--- src/hw/rtl/vad_pkg.sv ---
`default_nettype none

package vad_pkg;

  localparam int unsigned VAD_TABLE_DEPTH = 256;
  localparam int unsigned WORD_W          = 32;
  localparam int unsigned VIDX_W          = 8;
  localparam int unsigned CFG_IDX_W       = 8;
  localparam int unsigned CFG_DATA_W      = 32;

  // configuration register indexes
  localparam logic [CFG_IDX_W-1:0] REG_USE_NORMALS   = CFG_IDX_W'(0);
  localparam logic [CFG_IDX_W-1:0] REG_USE_TEXCOORDS = CFG_IDX_W'(1);

  localparam logic [WORD_W-1:0] ABS_MASK = 32'h7FFF_FFFF;
  localparam logic [WORD_W-1:0] EXP_INF  = 32'h7F80_0000;

  typedef logic [WORD_W-1:0] word_t;

  typedef struct packed {
    word_t pos_x;
    word_t pos_y;
    word_t pos_z;
    word_t norm_x;
    word_t norm_y;
    word_t norm_z;
    word_t tex_u;
    word_t tex_v;
  } vad_entry_t;

  typedef struct packed {
    logic  start_of_mesh;
    word_t pos_x;
    word_t pos_y;
    word_t pos_z;
    word_t norm_x;
    word_t norm_y;
    word_t norm_z;
    word_t tex_u;
    word_t tex_v;
  } vad_in_t;

  typedef struct packed {
    logic [VIDX_W-1:0] vertex_index;
    logic              is_new;
    logic              table_full;
  } vad_out_t;

  typedef struct packed {
    logic use_normals;
    logic use_texcoords;
  } vad_match_ctl_t;

  // IEEE single equality on bit patterns: signed zeros equal, NaN never equal
  function automatic logic ieee_eq(input word_t a, input word_t b);
    logic a_nan;
    logic b_nan;
    logic both_zero;
    a_nan     = (a & ABS_MASK) > EXP_INF;
    b_nan     = (b & ABS_MASK) > EXP_INF;
    both_zero = ((a | b) & ABS_MASK) == '0;
    return !a_nan && !b_nan && (both_zero || (a == b));
  endfunction

endpackage

`default_nettype wire

--- src/hw/rtl/vad_cmp.sv ---
`default_nettype none

module vad_cmp
  import vad_pkg::*;
(
  input  wire vad_entry_t     entry,
  input  wire vad_entry_t     vertex,
  input  wire vad_match_ctl_t ctl,
  output logic                match
);

  logic pos_eq;
  logic norm_eq;
  logic tex_eq;

  always_comb begin
    pos_eq  = ieee_eq(entry.pos_x, vertex.pos_x) &&
              ieee_eq(entry.pos_y, vertex.pos_y) &&
              ieee_eq(entry.pos_z, vertex.pos_z);
    norm_eq = ieee_eq(entry.norm_x, vertex.norm_x) &&
              ieee_eq(entry.norm_y, vertex.norm_y) &&
              ieee_eq(entry.norm_z, vertex.norm_z);
    tex_eq  = ieee_eq(entry.tex_u, vertex.tex_u) &&
              ieee_eq(entry.tex_v, vertex.tex_v);
    match   = pos_eq && (!ctl.use_normals || norm_eq) && (!ctl.use_texcoords || tex_eq);
  end

endmodule

`default_nettype wire

--- config.mk ---
export PLATFORM = sky130hd
export DESIGN_NAME = vad_cmp
export DESIGN_NICKNAME = d
export VERILOG_FILES = /design/src/hw/rtl/vad_pkg.sv /design/src/hw/rtl/vad_cmp.sv
export SDC_FILE = /design/constraint.sdc
export NUM_CORES = 1
export LEC_CHECK = 0
export ABC_AREA = 1
export BUFFER_PORTS_ARGS = -buffer_cell sky130_fd_sc_hd__clkbuf_2
export CORE_AREA = 5 5 200 202
export DETAILED_ROUTE_END_ITERATION = 16
export DIE_AREA = 0 0 205 207
export PLACE_DENSITY = 0.44
export RECOVER_POWER = 50
export SETUP_SLACK_MARGIN = 0.2
export SLEW_MARGIN = 30
export SYNTH_ARGS = -nofsm -noshare
export SYNTH_HDL_FRONTEND = slang
export SYNTH_SLANG_ARGS = --single-unit
--- constraint.sdc ---
create_clock -name vclk -period 2.77
set_clock_uncertainty 0.15 [all_clocks]
set_input_delay 0.277 -clock vclk [all_inputs]
set_output_delay 0.277 -clock vclk [all_outputs]
set_load 0.01 [all_outputs]
==> impl_metrics.json <==
{
  "portBuffers": 515,
  "grt_max_degree": 4,
  "viasPerCell": 4.05,
  "grt_setup_unrepaired": "false",
  "finalCritPeriodShare": 0.846,
  "worst_ep_required_time_ns": 2.34,
  "synth_cells": 1525,
  "synthTopCellsByArea": "ha_1 38%, inv_1 22%, nor2_1 17%, nand2_1 8.6%, nand4_1 6.7%",
  "crit_path_max_fanout": 2,
  "cap_violations": 0,
  "drc": 0,
  "tns_ns": 0,
  "p_leak_nw": 7.72,
  "synth_cell_types": 11,
  "synth_top_area_cell": "ha_1",
  "min_from": "ctl[1]",
  "dr.pass1.iters": 4,
  "crit_slowest_cell": "ha_1",
  "clock_buffers": 0,
  "status": "complete, no violations",
  "dp_cells": 2558,
  "fillers": 4517,
  "die_w_um": 205,
  "arrival_ns": 1.92,
  "fin_ws_ns": 0.426,
  "postSynthAreaPerCell_um2": 5.42,
  "powerDensity_nw_per_um2": 104,
  "cts_setup_buffers": 0,
  "hold_path_class": "in2out",
  "start_kind": "input pin",
  "min_to": "match",
  "rows": 72,
  "area_delta_synth_final_pct": 39.3,
  "endpoint_kind": "output port",
  "yosys_warnings": 0,
  "ctsResizeCount": 0,
  "period_needed_ns": 2.34,
  "setup_violations": 0,
  "crit_top_cell": "nor2_1",
  "path_cells": "clkbuf_2 > inv_1 > ha_1 > nor2_1 > nand2_1 > nor2_1 > nand3_1 > nor2_1 > nor2_1 > nor2_1 > nand2_1 > nor2_4 > nand2_1 > nor2_1 > buf_4",
  "track_usage": 0.175,
  "grt.overflow.total": 0,
  "io_pins": 515,
  "placeableCoreArea_um2": 38100,
  "fmax_ghz": 0.427,
  "yosysTopAreaCellShare": 0.375,
  "slew_headroom": 0.741,
  "grt_pass1_wl_um": 59600,
  "holdPathStages": 5,
  "first_global_vias": 11300,
  "drive_gt1_frac": 0.269,
  "postCtsHoldBufs": 0,
  "dp_hpwl_um": 38100,
  "worstMarginPinSlew_ns": 0.386,
  "dpl_worst_slack_ns": 0.307,
  "fin_nets": 2804,
  "power_mw": 1.20,
  "seq_cells": 0,
  "slowest_delay_ns": 0.29,
  "antenna_found_initial": 14,
  "detail-route-antenna-nets": 0,
  "route.detailed.wl_per_inst_um": 15.2,
  "fin_util": 0.302,
  "die_h_um": 207,
  "slew_violations": 0,
  "syn-num-nets": 2287,
  "peakVddDrop_mv": 0.0406,
  "layout.cells.non_filler": 2563,
  "gp_routability_congestion": 0.899,
  "path_class": "in2out",
  "start_util": 0.217,
  "seqCellArea_um2": 0,
  "drt_wl_total_um": 38900,
  "syn-cell-area_um2": 8270,
  "vias": 10400,
  "dieArea_um2": 42400,
  "synth-seq-area-share": 0,
  "drt_iter0_markers": 275,
  "final_hold_viol_count": 0,
  "multi_input_area_um2": 6320
}
## cell usage after synthesis (all sizes together)
cell type and count:
nor3 2, xnor2 8, ha 248, inv 521, nand2 189, nor4 1, nor2 388, nand4 88
nand3 80
## critical path, delay by kind of cell
kind / cells / cell delay (ns)
adders and majority gates: 1 / 0.29
buffers and inverters: 3 / 0.34
and+or+nand+nor: 11 / 1.00
## power breakdown
part            total (mW)  leakage [nW]  switching [mW]  internal, mW
Clock          0.000000242     0.0000317               0   0.000000242
Combinational         1.20          7.72           0.638         0.558
Sequential               0             0               0             0
## final cells by class
cell class / count / area share
antenna: 5 / 0.00109
inverter: 521 / 0.170
multi-input combinational: 1004 / 0.549
tap: 518 / 0.0563
timing repair buffer: 515 / 0.224
## cell usage in the layout (no fill, tap or decap)
| cell | count |
|---|---|
| nor3_1 | 2 |
| inv_2 | 29 |
| buf_4 | 1 |
| nand3_1 | 80 |
| nand4_1 | 88 |
| nor2_2 | 4 |
| clkbuf_2 | 514 |
| nor4_1 | 1 |
| nor2_1 | 383 |
| diode_2 | 5 |
| nand2_1 | 189 |
| ha_1 | 248 |
| xnor2_1 | 8 |
| nor2_4 | 1 |
| inv_1 | 492 |
## metrics by stage
step           hold WS, ns  area [um^2]
2_1_floorplan        0.528         8270
3_3_place_gp         0.825        11500
3_5_place_dp         0.820        11500
4_1_cts              0.821        11500
5_1_grt              0.843        11500
6_report             0.815        11500
## cells by family (layout without fill, tap and decap cells)
family / after synthesis / count (layout) / share of synthesized area
xor+xnor: 8 / 8 / 0.00847
other cells: 0 / 5 / 0
simple gates: 748 / 748 / 0.380
buf+inv: 521 / 1036 / 0.236
fa+ha+maj: 248 / 248 / 0.375
## worst max path at each step
stage,from,to,slack [ns],cells after the start
3_5_place_dp,entry[242],match,0.31,15
3_3_place_gp,entry[242],match,0.27,15
6_report,entry[242],match,0.43,15
4_1_cts,entry[242],match,0.30,15
5_1_grt,entry[218],match,0.17,15
2_1_floorplan,entry[239],match,0.94,13
## metal layers
| layer | vias to the layer above | track usage | wire length [um] |
|---|---|---|---|
| li1 | 5602 | - | - |
| met1 | 4418 | 0.209 | 16300 |
| met2 | 297 | 0.321 | 18900 |
| met3 | 46 | 0.0410 | 3010 |
| met4 | 18 | 0.0261 | 595 |
| met5 | - | 0 | 120 |
No activity file was read; power rests on OpenSTA's default activity.
